`src/mtm_pkg.sv`:
```
`default_nettype none

package mtm_pkg;

  localparam int MAX_TEMPLATES_DEF = 32;
  localparam int PATTERN_BITS_DEF  = 32;

  localparam int ACTIVE_W = 6;
  localparam int RATIO_W  = 4;
  localparam int HOLD_W   = 8;
  localparam int CFG_W    = 8;
  localparam int CFG_IDX_W = 2;

  localparam int SAMPLE_W = 32;
  localparam int SLOT_W   = 5;
  localparam int CODE_W   = 8;
  localparam int OUT_CNT_W = 6;

  localparam int IN_DATA_W  = 112;
  localparam int OUT_DATA_W = 32;

  localparam logic [HOLD_W-1:0] REPEAT_MAX = '1;

  typedef enum logic [CFG_IDX_W-1:0] {
    REG_ACTIVE_COUNT = 2'd0,
    REG_ACCEPT_NUM   = 2'd1,
    REG_ACCEPT_DEN   = 2'd2,
    REG_HOLD_COUNT   = 2'd3
  } cfg_reg_e;

  typedef enum logic {
    CMD_SAMPLE = 1'b0,
    CMD_LOAD   = 1'b1
  } item_cmd_e;

  typedef struct packed {
    logic start;
    logic wr;
    logic rd;
    logic chk;
    logic first;
    logic fin;
    logic fin_load;
  } dp_cmd_t;

  typedef struct packed {
    logic found;
    logic out_busy;
  } dp_status_t;

  // Bits are summed in a balanced tree of pairwise adds.
  function automatic logic [6:0] popcount64(input logic [63:0] v);
    logic [1:0] s2  [32];
    logic [2:0] s4  [16];
    logic [3:0] s8  [8];
    logic [4:0] s16 [4];
    logic [5:0] s32 [2];
    for (int k = 0; k < 32; k++) begin
      s2[k] = 2'(v[2*k]) + 2'(v[2*k+1]);
    end
    for (int k = 0; k < 16; k++) begin
      s4[k] = 3'(s2[2*k]) + 3'(s2[2*k+1]);
    end
    for (int k = 0; k < 8; k++) begin
      s8[k] = 4'(s4[2*k]) + 4'(s4[2*k+1]);
    end
    for (int k = 0; k < 4; k++) begin
      s16[k] = 5'(s8[2*k]) + 5'(s8[2*k+1]);
    end
    for (int k = 0; k < 2; k++) begin
      s32[k] = 6'(s16[2*k]) + 6'(s16[2*k+1]);
    end
    return 7'(s32[0]) + 7'(s32[1]);
  endfunction

endpackage

`default_nettype wire

```
`src/mtm_regs.sv`:
```
`default_nettype none

module mtm_regs
  import mtm_pkg::*;
(
  input  wire logic                 clk_i,
  input  wire logic                 rst_ni,
  input  wire logic                 cfg_we_i,
  input  wire logic [CFG_IDX_W-1:0] cfg_idx_i,
  input  wire logic [CFG_W-1:0]     cfg_data_i,
  output logic      [ACTIVE_W-1:0]  active_count_o,
  output logic      [RATIO_W-1:0]   accept_num_o,
  output logic      [RATIO_W-1:0]   accept_den_o,
  output logic      [HOLD_W-1:0]    hold_count_o
);

  logic [ACTIVE_W-1:0] active_q;
  logic [RATIO_W-1:0]  num_q;
  logic [RATIO_W-1:0]  den_q;
  logic [HOLD_W-1:0]   hold_q;

  always_ff @(posedge clk_i or negedge rst_ni) begin
    if (!rst_ni) begin
      active_q <= '0;
      num_q    <= 4'd3;
      den_q    <= 4'd10;
      hold_q   <= 8'd6;
    end else if (cfg_we_i) begin
      unique case (cfg_reg_e'(cfg_idx_i))
        REG_ACTIVE_COUNT: active_q <= cfg_data_i[ACTIVE_W-1:0];
        REG_ACCEPT_NUM:   num_q    <= cfg_data_i[RATIO_W-1:0];
        REG_ACCEPT_DEN:   den_q    <= cfg_data_i[RATIO_W-1:0];
        REG_HOLD_COUNT:   hold_q   <= cfg_data_i[HOLD_W-1:0];
        default:          active_q <= active_q;
      endcase
    end
  end

  assign active_count_o = active_q;
  assign accept_num_o   = num_q;
  assign accept_den_o   = den_q;
  assign hold_count_o   = hold_q;

endmodule

`default_nettype wire

```
`src/mtm_ctrl.sv`:
```
`default_nettype none

module mtm_ctrl
  import mtm_pkg::*;
#(
  parameter int MAX_TEMPLATES = MAX_TEMPLATES_DEF,
  parameter int AW = (MAX_TEMPLATES > 1) ? $clog2(MAX_TEMPLATES) : 1
) (
  input  wire logic                clk_i,
  input  wire logic                rst_ni,
  input  wire logic                in_valid_i,
  input  wire logic                in_cmd_i,
  output logic                     in_ready_o,
  input  wire logic [ACTIVE_W-1:0] active_count_i,
  input  wire dp_status_t          status_i,
  output dp_cmd_t                  cmd_o,
  output logic      [AW-1:0]       rd_addr_o
);

  typedef enum logic [1:0] {
    ST_IDLE,
    ST_SCAN,
    ST_DRAIN,
    ST_FIN
  } state_e;

  state_e              state_q;
  logic [ACTIVE_W-1:0] cnt_q;
  logic [ACTIVE_W-1:0] num_q;
  logic                load_q;
  logic [ACTIVE_W-1:0] num_d;
  logic                accept;
  logic                last;

  assign in_ready_o = (state_q == ST_IDLE);
  assign accept     = in_valid_i && in_ready_o;

  always_comb begin
    if (32'(active_count_i) > 32'(MAX_TEMPLATES)) begin
      num_d = ACTIVE_W'(MAX_TEMPLATES);
    end else begin
      num_d = active_count_i;
    end
  end

  assign last      = ({1'b0, cnt_q} + 7'd1) >= {1'b0, num_q};
  assign rd_addr_o = AW'(cnt_q);

  always_comb begin
    cmd_o          = '0;
    cmd_o.start    = accept && (item_cmd_e'(in_cmd_i) == CMD_SAMPLE);
    cmd_o.wr       = accept && (item_cmd_e'(in_cmd_i) == CMD_LOAD);
    cmd_o.rd       = (state_q == ST_SCAN);
    cmd_o.chk      = (cnt_q < num_q);
    cmd_o.first    = (cnt_q == '0);
    cmd_o.fin      = (state_q == ST_FIN) && !status_i.out_busy;
    cmd_o.fin_load = load_q;
  end

  always_ff @(posedge clk_i or negedge rst_ni) begin
    if (!rst_ni) begin
      state_q <= ST_IDLE;
      cnt_q   <= '0;
      num_q   <= '0;
      load_q  <= 1'b0;
    end else begin
      unique case (state_q)
        ST_IDLE: begin
          cnt_q <= '0;
          if (accept) begin
            num_q <= num_d;
            if (item_cmd_e'(in_cmd_i) == CMD_LOAD) begin
              load_q  <= 1'b1;
              state_q <= ST_FIN;
            end else begin
              load_q  <= 1'b0;
              state_q <= ST_SCAN;
            end
          end
        end
        ST_SCAN: begin
          priority if (status_i.found) begin
            state_q <= ST_FIN;
          end else if (last) begin
            state_q <= ST_DRAIN;
          end else begin
            cnt_q <= cnt_q + 6'd1;
          end
        end
        ST_DRAIN: begin
          state_q <= ST_FIN;
        end
        ST_FIN: begin
          if (!status_i.out_busy) begin
            state_q <= ST_IDLE;
          end
        end
        default: state_q <= ST_IDLE;
      endcase
    end
  end

endmodule

`default_nettype wire

```
`src/mtm_dp.sv`:
```
`default_nettype none

module mtm_dp
  import mtm_pkg::*;
#(
  parameter int MAX_TEMPLATES = MAX_TEMPLATES_DEF,
  parameter int PATTERN_BITS  = PATTERN_BITS_DEF,
  parameter int AW = (MAX_TEMPLATES > 1) ? $clog2(MAX_TEMPLATES) : 1
) (
  input  wire logic                  clk_i,
  input  wire logic                  rst_ni,
  input  wire dp_cmd_t               cmd_i,
  input  wire logic [AW-1:0]         rd_addr_i,
  output dp_status_t                 status_o,
  input  wire logic [SAMPLE_W-1:0]   sensor_bits_i,
  input  wire logic [SLOT_W-1:0]     entry_index_i,
  input  wire logic [SAMPLE_W-1:0]   entry_bits_i,
  input  wire logic [SAMPLE_W-1:0]   entry_mask_i,
  input  wire logic [CODE_W-1:0]     entry_code_i,
  input  wire logic [RATIO_W-1:0]    accept_num_i,
  input  wire logic [RATIO_W-1:0]    accept_den_i,
  input  wire logic [HOLD_W-1:0]     hold_count_i,
  output logic                       out_valid_o,
  input  wire logic                  out_ready_i,
  output logic      [OUT_DATA_W-1:0] out_data_o
);

  localparam int PW  = PATTERN_BITS;
  localparam int CW  = $clog2(PATTERN_BITS + 1);
  localparam int MW  = 2 * CW;
  localparam int AWX = CW + RATIO_W;

  logic [PW-1:0]     pat_mem [MAX_TEMPLATES];
  logic [PW-1:0]     care_mem [MAX_TEMPLATES];
  logic [CODE_W-1:0] sym_mem [MAX_TEMPLATES];

  logic [PW-1:0]     pat_q;
  logic [PW-1:0]     care_q;
  logic [CODE_W-1:0] sym_q;
  logic [AW-1:0]     idx_q;
  logic              chk_q;
  logic              first_q;

  logic [PW-1:0]     sample_q;
  logic [AW-1:0]     best_q;
  logic [CW-1:0]     bx_q;
  logic [CW-1:0]     bm_q;
  logic [CODE_W-1:0] code_q;
  logic              found_q;

  logic [AW-1:0]     held_idx_q;
  logic              held_valid_q;
  logic [HOLD_W-1:0] rep_q;

  logic                  out_valid_q;
  logic [OUT_DATA_W-1:0] out_data_q;

  logic [PW-1:0] diff;
  logic [CW-1:0] mx;
  logic [CW-1:0] mm;
  logic [MW-1:0] lhs;
  logic [MW-1:0] rhs;
  logic          do_cmp;
  logic          exact;
  logic          better;

  logic [AWX-1:0]    acc_lhs;
  logic [AWX-1:0]    acc_rhs;
  logic              acc;
  logic              same;
  logic              bump;
  logic [HOLD_W-1:0] rep_inc;
  logic              emit;

  always_ff @(posedge clk_i) begin
    if (cmd_i.wr && (32'(entry_index_i) < 32'(MAX_TEMPLATES))) begin
      pat_mem[AW'(entry_index_i)]  <= PW'(entry_bits_i);
      care_mem[AW'(entry_index_i)] <= PW'(entry_mask_i);
      sym_mem[AW'(entry_index_i)]  <= entry_code_i;
    end
    if (cmd_i.rd) begin
      pat_q  <= pat_mem[rd_addr_i];
      care_q <= care_mem[rd_addr_i];
      sym_q  <= sym_mem[rd_addr_i];
      idx_q  <= rd_addr_i;
    end
  end

  assign do_cmp = chk_q && !found_q;
  assign diff   = (sample_q ^ pat_q) & care_q;
  assign exact  = (diff == '0);
  assign mx     = CW'(popcount64(64'(diff)));
  assign mm     = CW'(popcount64(64'(care_q)));
  assign lhs    = MW'(mx) * MW'(bm_q);
  assign rhs    = MW'(bx_q) * MW'(mm);
  assign better = lhs < rhs;

  always_ff @(posedge clk_i or negedge rst_ni) begin
    if (!rst_ni) begin
      chk_q   <= 1'b0;
      first_q <= 1'b0;
      found_q <= 1'b0;
    end else begin
      chk_q   <= cmd_i.rd && cmd_i.chk;
      first_q <= cmd_i.rd && cmd_i.first;
      if (cmd_i.start) begin
        found_q <= 1'b0;
      end else if (do_cmp && exact) begin
        found_q <= 1'b1;
      end
    end
  end

  always_ff @(posedge clk_i) begin
    if (cmd_i.start) begin
      sample_q <= PW'(sensor_bits_i);
      best_q   <= '0;
      bx_q     <= CW'(1);
      bm_q     <= CW'(1);
    end else begin
      if (first_q) begin
        code_q <= sym_q;
      end
      if (do_cmp && exact) begin
        best_q <= idx_q;
        bx_q   <= '0;
        bm_q   <= CW'(1);
        code_q <= sym_q;
      end else if (do_cmp && better) begin
        best_q <= idx_q;
        bx_q   <= mx;
        bm_q   <= mm;
        code_q <= sym_q;
      end
    end
  end

  assign acc_lhs = AWX'(bx_q) * AWX'(accept_den_i);
  assign acc_rhs = AWX'(accept_num_i) * AWX'(bm_q);
  assign acc     = acc_lhs < acc_rhs;
  assign same    = held_valid_q && (held_idx_q == best_q);
  assign bump    = acc && same && (rep_q != REPEAT_MAX);
  assign rep_inc = rep_q + 8'd1;
  assign emit    = bump && (rep_inc == hold_count_i);

  always_ff @(posedge clk_i or negedge rst_ni) begin
    if (!rst_ni) begin
      held_idx_q   <= '0;
      held_valid_q <= 1'b1;
      rep_q        <= '0;
    end else if (cmd_i.fin && !cmd_i.fin_load) begin
      if (acc) begin
        if (same) begin
          if (bump) begin
            rep_q <= rep_inc;
          end
        end else begin
          held_idx_q   <= best_q;
          held_valid_q <= 1'b1;
          rep_q        <= '0;
        end
      end else begin
        held_valid_q <= 1'b0;
        rep_q        <= '0;
      end
    end
  end

  always_ff @(posedge clk_i or negedge rst_ni) begin
    if (!rst_ni) begin
      out_valid_q <= 1'b0;
    end else if (cmd_i.fin) begin
      out_valid_q <= 1'b1;
    end else if (out_ready_i) begin
      out_valid_q <= 1'b0;
    end
  end

  always_ff @(posedge clk_i) begin
    if (cmd_i.fin) begin
      if (cmd_i.fin_load) begin
        out_data_q <= '0;
      end else begin
        out_data_q <= {5'd0, emit, acc, OUT_CNT_W'(bm_q), OUT_CNT_W'(bx_q), code_q,
                       SLOT_W'(best_q)};
      end
    end
  end

  assign status_o.found    = found_q;
  assign status_o.out_busy = out_valid_q && !out_ready_i;
  assign out_valid_o       = out_valid_q;
  assign out_data_o        = out_data_q;

endmodule

`default_nettype wire

```
`src/masked_template_match_with_hold.sv`:
```
// Channel  Dir  Signals                 Contents
// s_axis   in   tvalid tready tdata     sample or template load, one item per transfer
//                      tuser            cmd (1 = load template)
// m_axis   out  tvalid tready tdata     one result per accepted item
// cfg      in   we idx data             register writes, no read-back
//
// A sample is scanned over the active templates (at least one is read), then passes
// drain and finish; an early exact match goes straight to finish. The single template
// memory read port compares one template per cycle. A load writes its template, then
// finishes. Reset idles control, sets hold to index 0 valid; templates are not
// cleared. A stalled output holds its result while the next item is taken in.
`default_nettype none

module masked_template_match_with_hold
  import mtm_pkg::*;
#(
  parameter int MAX_TEMPLATES = MAX_TEMPLATES_DEF,
  parameter int PATTERN_BITS  = PATTERN_BITS_DEF
) (
  input  wire logic                  clk_i,
  input  wire logic                  rst_ni,
  input  wire logic                  s_axis_tvalid_i,
  output logic                       s_axis_tready_o,
  // sensor_bits[31:0], entry_index[36:32], entry_bits[68:37], entry_mask[100:69],
  // entry_code[108:101], zero fill [111:109]
  input  wire logic [IN_DATA_W-1:0]  s_axis_tdata_i,
  // cmd[0]
  input  wire logic                  s_axis_tuser_i,
  output logic                       m_axis_tvalid_o,
  input  wire logic                  m_axis_tready_i,
  // best_index[4:0], best_code[12:5], mismatch_count[18:13], care_count[24:19],
  // accepted[25], emit[26], zero fill [31:27]
  output logic      [OUT_DATA_W-1:0] m_axis_tdata_o,
  input  wire logic                  cfg_we_i,
  input  wire logic [CFG_IDX_W-1:0]  cfg_idx_i,
  input  wire logic [CFG_W-1:0]      cfg_data_i
);

  localparam int AW = (MAX_TEMPLATES > 1) ? $clog2(MAX_TEMPLATES) : 1;

  logic [ACTIVE_W-1:0] active_count;
  logic [RATIO_W-1:0]  accept_num;
  logic [RATIO_W-1:0]  accept_den;
  logic [HOLD_W-1:0]   hold_count;
  dp_cmd_t             dp_cmd;
  dp_status_t          dp_status;
  logic [AW-1:0]       rd_addr;

  mtm_regs u_regs (
    .clk_i          (clk_i),
    .rst_ni         (rst_ni),
    .cfg_we_i       (cfg_we_i),
    .cfg_idx_i      (cfg_idx_i),
    .cfg_data_i     (cfg_data_i),
    .active_count_o (active_count),
    .accept_num_o   (accept_num),
    .accept_den_o   (accept_den),
    .hold_count_o   (hold_count)
  );

  mtm_ctrl #(
    .MAX_TEMPLATES (MAX_TEMPLATES),
    .AW            (AW)
  ) u_ctrl (
    .clk_i          (clk_i),
    .rst_ni         (rst_ni),
    .in_valid_i     (s_axis_tvalid_i),
    .in_cmd_i       (s_axis_tuser_i),
    .in_ready_o     (s_axis_tready_o),
    .active_count_i (active_count),
    .status_i       (dp_status),
    .cmd_o          (dp_cmd),
    .rd_addr_o      (rd_addr)
  );

  mtm_dp #(
    .MAX_TEMPLATES (MAX_TEMPLATES),
    .PATTERN_BITS  (PATTERN_BITS),
    .AW            (AW)
  ) u_dp (
    .clk_i         (clk_i),
    .rst_ni        (rst_ni),
    .cmd_i         (dp_cmd),
    .rd_addr_i     (rd_addr),
    .status_o      (dp_status),
    .sensor_bits_i (s_axis_tdata_i[31:0]),
    .entry_index_i (s_axis_tdata_i[36:32]),
    .entry_bits_i  (s_axis_tdata_i[68:37]),
    .entry_mask_i  (s_axis_tdata_i[100:69]),
    .entry_code_i  (s_axis_tdata_i[108:101]),
    .accept_num_i  (accept_num),
    .accept_den_i  (accept_den),
    .hold_count_i  (hold_count),
    .out_valid_o   (m_axis_tvalid_o),
    .out_ready_i   (m_axis_tready_i),
    .out_data_o    (m_axis_tdata_o)
  );

endmodule

`default_nettype wire
```
`config.mk`:
```
export PLATFORM = sky130hd
export DESIGN_NAME = masked_template_match_with_hold
export DESIGN_NICKNAME = d
export VERILOG_FILES = /design/src/mtm_pkg.sv /design/src/mtm_regs.sv /design/src/mtm_ctrl.sv /design/src/mtm_dp.sv /design/src/masked_template_match_with_hold.sv
export SDC_FILE = /design/constraint.sdc
export NUM_CORES = 2
export LEC_CHECK = 0
export BUFFER_PORTS_ARGS = -buffer_cell sky130_fd_sc_hd__buf_2
export CAP_MARGIN = 5
export CORE_MARGIN = 2
export CORE_UTILIZATION = 55
export DETAILED_ROUTE_END_ITERATION = 10
export PLACE_DENSITY_LB_ADDON = 0.12
export SETUP_SLACK_MARGIN = 0.02
export SYNTH_ARGS = -nofsm -noshare
export SYNTH_HDL_FRONTEND = slang
export SYNTH_SLANG_ARGS = --single-unit
```
`constraint.sdc`:
```
create_clock -name clk_i -period 11.7 [get_ports clk_i]
set_input_delay 2.925 -clock clk_i [delete_from_list [all_inputs] [get_ports clk_i]]
set_output_delay 2.925 -clock clk_i [all_outputs]
set_load 0.01 [all_outputs]
```
Yosys cells after proc, flatten, opt, wreduce, memory -nomap -nowiden
Memories as Yosys holds them, arrays and structs flattened. A register that Yosys moved wholly into a read port is not among the register bits.
Cells that the tools add are included.
{"block": "totals", "rom_bits": 0, "output_inout_bits": 34, "memories": 3, "register_bits": 149, "wordCells": 191, "latchBits": 0, "ram_bits": 2304, "input_bits": 128}
{"memory": "u_dp.care_mem", "depth": 32, "word_bits": 32, "rd": 1, "rd_clocked_by_memory_dff": 1, "write_ports": 1, "line_no": "mtm_dp.sv:34", "rtl": "logic [PW-1:0] care_mem [MAX_TEMPLATES];"}
{"memory": "u_dp.pat_mem", "depth": 32, "word_bits": 32, "rd": 1, "rd_clocked_by_memory_dff": 1, "write_ports": 1, "line_no": "mtm_dp.sv:33", "rtl": "logic [PW-1:0] pat_mem [MAX_TEMPLATES];"}
{"memory": "u_dp.sym_mem", "depth": 32, "word_bits": 8, "rd": 1, "rd_clocked_by_memory_dff": 1, "write_ports": 1, "line_no": "mtm_dp.sv:35", "rtl": "logic [CODE_W-1:0] sym_mem [MAX_TEMPLATES];"}
{"block": "classes", "order_cmp": 5, "add_sub_neg": 65, "reduce_logical": 40, "eq_ne": 16, "bitwise": 5, "n_mul": 4, "shift": 0, "n_div": 0, "n_mux": 29}
{"operator": "adder 1 x 1 -> 2 bit", "n": 32}
{"operator": "adder 2 x 2 -> 3 bit", "n": 16}
{"operator": "2-to-1 mux 8 bit", "n": 6}
{"operator": "adder 3 x 3 -> 4 bit", "n": 8}
{"operator": "AND 32 bit", "n": 1}
{"operator": "zero test 32 bit", "n": 1}
{"operator": "XOR 32 bit", "n": 1}
{"operator": "multiplier 6 x 6 -> 12 bit", "n": 2}
{"operator": "adder 4 x 4 -> 5 bit", "n": 4}
{"operator": "2-to-1 mux 6 bit", "n": 3}
{"operator": "AND reduction 2 bit", "n": 8}
{"operator": "logical AND 1 bit", "n": 15}
{"operator": "adder 5 x 5 -> 6 bit", "n": 2}
{"operator": "less-than comparator 12 bit", "n": 1}
{"operator": "one-hot mux 6 bit (2 select lines)", "n": 1}
{"operator": "2-to-1 mux 1 bit", "n": 11}
{"operator": "less-than comparator 10 bit", "n": 1}
{"operator": "multiplier 4 x 6 -> 10 bit", "n": 1}
{"operator": "multiplier 6 x 4 -> 10 bit", "n": 1}
{"operator": "2-to-1 mux 2 bit", "n": 5}
{"operator": "2-to-1 mux 5 bit", "n": 2}
{"operator": "inequality test 2 bit, second input constant", "n": 5}
{"operator": "AND reduction 3 bit", "n": 3}
{"operator": "adder 8 x 1 -> 8 bit, second input constant", "n": 1}
{"operator": "19 further kinds", "n": 33}

Depth between registers and ports, before layout
{"block": "depth", "ltp_word": 12, "ltp_mapped": 40, "ltp_nobuf": 38}

Cells and area by module
From an unflattened synthesis, not the netlist that was laid out.
{"block": "hier_totals", "hier_cells": 4516, "hier_area_um2": 101310.9}
{"module": "mtm_dp", "cells_each": 4343, "area_per_inst_um2": 99301.5, "seq_area_each_um2": 74302.5, "n_inst": 1}
{"module": "mtm_ctrl", "cells_each": 125, "area_per_inst_um2": 1159.9, "seq_area_each_um2": 375.4, "n_inst": 1}
{"module": "mtm_regs", "cells_each": 48, "area_per_inst_um2": 849.6, "seq_area_each_um2": 558.0, "n_inst": 1}

Least setup slack after synthesis
No wires, ideal clock.
{"block": "synth_path", "kind": "register to register", "start": "register u_dp.pat_q[15], read port of u_dp.pat_mem", "end": "register u_dp.code_q[0] (enable)", "t_arrival_ps": 9430, "t_required_ps": 11328, "period_less_slack_ps": 9802, "path_stages_with_launch": 40, "setup_slack_ps": 1898, "n_path_buf": 2, "cell_sequence": "edfxtp_1 > xor2_1 > and2_1 > fa_1 > fa_1 > inv_1 > fa_1 > fa_1 > fa_1 > fa_1 > inv_1 > ha_1 > inv_1 > fa_1 > inv_1 > a21o_1 > a21oi_1 > xnor2_1 > [4 not listed] > fa_1 > inv_1 > ha_1 > a21o_1 > a21oi_1 > nor2b_1 > o21a_1 > o41a_1 > xor2_1 > ha_1 > o21ai_0 > o21ai_0 > nor3_1 > a21o_1 > buf_2 > clkbuf_1 > nor3_1 > nor2_1"}
{"block": "synth_via", "elab_chain_len": 12, "elab_cells_between_ends": 14, "classes_between": "add/sub: 5; mul: 1; order compare: 1; bitwise: 2; reduce/logical: 5"}
{"element": "from (decl)", "line_no": "mtm_dp.sv:37", "rtl": "logic [PW-1:0] pat_q;"}
{"element": "XOR 32 bit *", "line_no": "mtm_dp.sv:90", "rtl": "assign diff = (sample_q ^ pat_q) & care_q;"}
{"element": "AND 32 bit *", "line_no": "mtm_dp.sv:90"}
{"element": "adder 1 x 1 -> 2 bit", "line_no": "mtm_pkg.sv:59", "rtl": "s2[k] = 2'(v[2*k]) + 2'(v[2*k+1]);"}
{"element": "adder 2 x 2 -> 3 bit", "line_no": "mtm_pkg.sv:62", "rtl": "s4[k] = 3'(s2[2*k]) + 3'(s2[2*k+1]);"}
{"element": "adder 3 x 3 -> 4 bit", "line_no": "mtm_pkg.sv:65", "rtl": "s8[k] = 4'(s4[2*k]) + 4'(s4[2*k+1]);"}
{"element": "adder 4 x 4 -> 5 bit", "line_no": "mtm_pkg.sv:68", "rtl": "s16[k] = 5'(s8[2*k]) + 5'(s8[2*k+1]);"}
{"element": "adder 5 x 5 -> 6 bit", "line_no": "mtm_pkg.sv:71", "rtl": "s32[k] = 6'(s16[2*k]) + 6'(s16[2*k+1]);"}
{"element": "multiplier 6 x 6 -> 12 bit", "line_no": "mtm_dp.sv:94", "rtl": "assign lhs = MW'(mx) * MW'(bm_q);"}
{"element": "less-than comparator 12 bit", "line_no": "mtm_dp.sv:96", "rtl": "assign better = lhs < rhs;"}
{"element": "logical AND 1 bit", "line_no": "mtm_dp.sv:129", "rtl": "end else if (do_cmp && better) begin"}
{"element": "nonzero test 3 bit (no source line) *"}
{"element": "AND reduction 2 bit (no source line) *"}
{"element": "to (signal assigned)", "line_no": "mtm_dp.sv:122", "rtl": "code_q <= sym_q;"}
{"element": "to (signal assigned)", "line_no": "mtm_dp.sv:128", "rtl": "code_q <= sym_q;"}
{"element": "to (signal assigned)", "line_no": "mtm_dp.sv:133", "rtl": "code_q <= sym_q;"}
{"element": "to (decl)", "line_no": "mtm_dp.sv:48", "rtl": "logic [CODE_W-1:0] code_q;"}
Every way passes the cells marked *; elsewhere a longest branch is shown, timed or not.
A chain may end at the register's enable or synchronous reset.

Worst setup path after layout
{"block": "layout_path", "start": "register u_dp.pat_q[11], read port of u_dp.pat_mem", "end": "register u_dp.code_q[2] (enable)"}
Same word-level chain as after synthesis.

==> flow_summary.ini <==
[drt]
ant_nets = 0
vias_per_cell = 6.31
wl_per_cell_um = 32.4
drt_pass1_iterations = 6
wirelength_mm = 242
drcViolationCount = 0
drtIter0Drc = 5316
route.vias.total = 47300

[yosys]
synth.top_cell.area_share_pct = 72.6
synthTopCellsByCount = 2448 x edfxtp_1, 720 x mux4_2, 152 x inv_1, 121 x clkbuf_1, 121 x ha_1
synth.most_common_cell = edfxtp_1
synth.top_cells.by_area = edfxtp_1 73%, mux4_2 16%, fa_1 1.9%, ha_1 1.5%, dfrtp_1 1.2%
avgSynthCellArea_sq_um = 22.4
netlist_instances = 4522
synth.distinct_cells = 60
ys_warn_count = 0
synth_edf_count = 2448
synth_area_leader_cell = edfxtp_1
yosys_register_bits = 2520
synth_ff_type = edfxtp_1
async_flop_share_pct = 2.18
synth_seq_area_share_pct = 74.3
netlist_area_sq_mm = 0.101

[setup_path]
cpMaxStageDelayCell = xnor2_1
crit_fanout = 8
crit_type = register to register
critical_path.most_common_cell = fa_1
critPathCaptureType = register
critPathRequiredTime_ns = 12.20
startpoint_type = register
crit_arrival_ns = 11.23
cp_slowest_stage_delay_ns = 0.72

[clock_tree]
htree_levels = 4
clkSinkCount = 2520
ctsHoldBuffers = 0
clock_latency_ns = 0.88
cts-resized-gates = 0
cts_tree = done
cts_root_buffer = clkbuf_16
cts_buffer_depth = 3
cts_buffers = 240
clk_pin_slew_ns = 0.06
cts_setup_buffers = 0

[grt]
grt_pass1_vias = 47500
grt_max_degree = 146
grt_pass1_wl_mm = 347
overflow = 0
grtUsageTotal_pct = 26.4
antenna_found_initial = 38

[sta]
drv_slew = 0
rsz0062_at_grt = false
layout_min_cycle_time_ns = 10.72
clock.fmax_ghz = 0.0932
hold_viol = 0
setup_viol = 0
tns_ns = 0
period_share_pct = 91.7
slew_headroom_pct = 18.6
clock_skew_ns = 0.0471
worst_pin_slew_ns = 1.22

[final_layout]
drive_gt1_share_pct = 28.9
layoutNonFillerInstCount = 7495
utilization_pct = 61.7
syn_to_final_growth_pct = 11.6
fin_nets = 5164

[placed_design]
portBuffers = 153
hpwl_mm = 126
placed_cells = 7039
gp_congestion = 0.812

[floorplan]
die-height_um = 433
die_w_um = 433
initial_core_util_pct = 55.3
rows = 157
coreArea_sq_mm = 0.183
io_pins = 162
dieArea_sq_mm = 0.187

[min_path]
hold_path_class = register to register

[run]
cap_violations = 0

[status]
status = completed
through the flow:
| stage | hold slack, ns | worst slack [ns] | area, sq um |
|---|---|---|---|
| 2_1_floorplan | 0.400 | 1.90 | 101000 |
| 3_3_place_gp | 0.404 | 0.945 | 105000 |
| 3_5_place_dp | 0.407 | 0.914 | 105000 |
| 4_1_cts | 0.421 | 0.902 | 113000 |
| 5_1_grt | 0.435 | 0.415 | 113000 |
| 6_report | 0.419 | 0.976 | 113000 |
flip-flops by register name (all words and copies together), names as in the netlist, 8 cells and up:
signal               flops
u_dp.rep_q               8
u_dp.care_mem         1024
u_dp.code_q              8
u_dp.sample_q           32
u_dp.sym_mem           256
u_dp.care_q             32
u_regs.hold_count_o      8
u_dp.pat_mem          1024
u_dp.pat_q              32
u_dp.sym_q               8
u_dp.out_data_o         27
final timing paths:
kind	startpoint	depth (start not counted)	slack, ns	to
max reg2reg	u_dp.pat_q[11]$_DFFE_PP_	33	0.98	u_dp.code_q[2]$_DFFE_PP_
min	u_dp.sym_q[0]$_DFFE_PP_	0	0.42	u_dp.code_q[0]$_DFFE_PP_
max	u_dp.pat_q[11]$_DFFE_PP_	33	0.98	u_dp.code_q[2]$_DFFE_PP_
min reg2reg	u_dp.sym_q[0]$_DFFE_PP_	0	0.42	u_dp.code_q[0]$_DFFE_PP_
max in group asynchronous	rst_ni	2	8.96	u_ctrl.cnt_q[4]$_DFFE_PN0P_
min in group asynchronous	rst_ni	2	2.19	u_dp.rep_q[2]$_DFFE_PN0P_
cell usage in the layout, fill, tap and decap left out, types with 53 or more instances in the layout:
cell type,netlist,final
edfxtp_1,2448,2448
mux4_2,720,720
clkbuf_16,0,242
buf_2,45,153
inv_1,152,151
ha_1,121,120
mux2_2,102,102
nand2_1,98,98
fa_1,98,98
buf_4,12,81
and2_1,80,80
clkinv_1,0,70
clkbuf_1,121,58
xor2_1,53,53
critical path: cells and delay by family (launching register included):
family	cells	cell delay (ns)
compound gates	7	1.27
flops	1	0.38
xor+xnor	3	1.47
simple gates	6	1.41
fa+ha+maj	13	5.58
buf+inv	4	0.23
layer usage:
layer | wire length (um) | up-vias | GRT usage (%) | part of all wire [%]
met1 | 98900 | 25700 | 38.6 | 41
met5 | 65 | - | 0 | 0.027
met4 | 5870 | 10 | 6.65 | 2.4
met3 | 17100 | 348 | 3.48 | 7.0
li1 | - | 19300 | - | -
met2 | 121000 | 1960 | 42.8 | 50
logic make-up (layout without fill, tap and decap cells):
group,Yosys count,after routing,synth area share [%]
other,1,13,0.00370
and+or+nand+nor,388,388,1.95
buffers and inverters,353,850,1.47
adders and majority gates,219,219,3.43
AOI/OAI and AO/OA,126,126,0.847
xor gates and xnor gates,83,83,0.718
muxes,832,832,17.3
DFF,2520,2520,74.3
area by class of cell:
cell class                      instances  area, sq um
Antenna cell                            8         20.0
Fill cell                           12500        70000
Inverter                              152          571
Sequential cell                      2520        75300
Clock inverter                        148         1240
Multi-Input combinational cell       1653        24800
Clock buffer                          300         6270
Tap cell                             2464         3080
Timing Repair Buffer                  250         1690
Power is not shown: default switching activity piles up to over one toggle a cycle in this logic, so the estimate is an artifact.
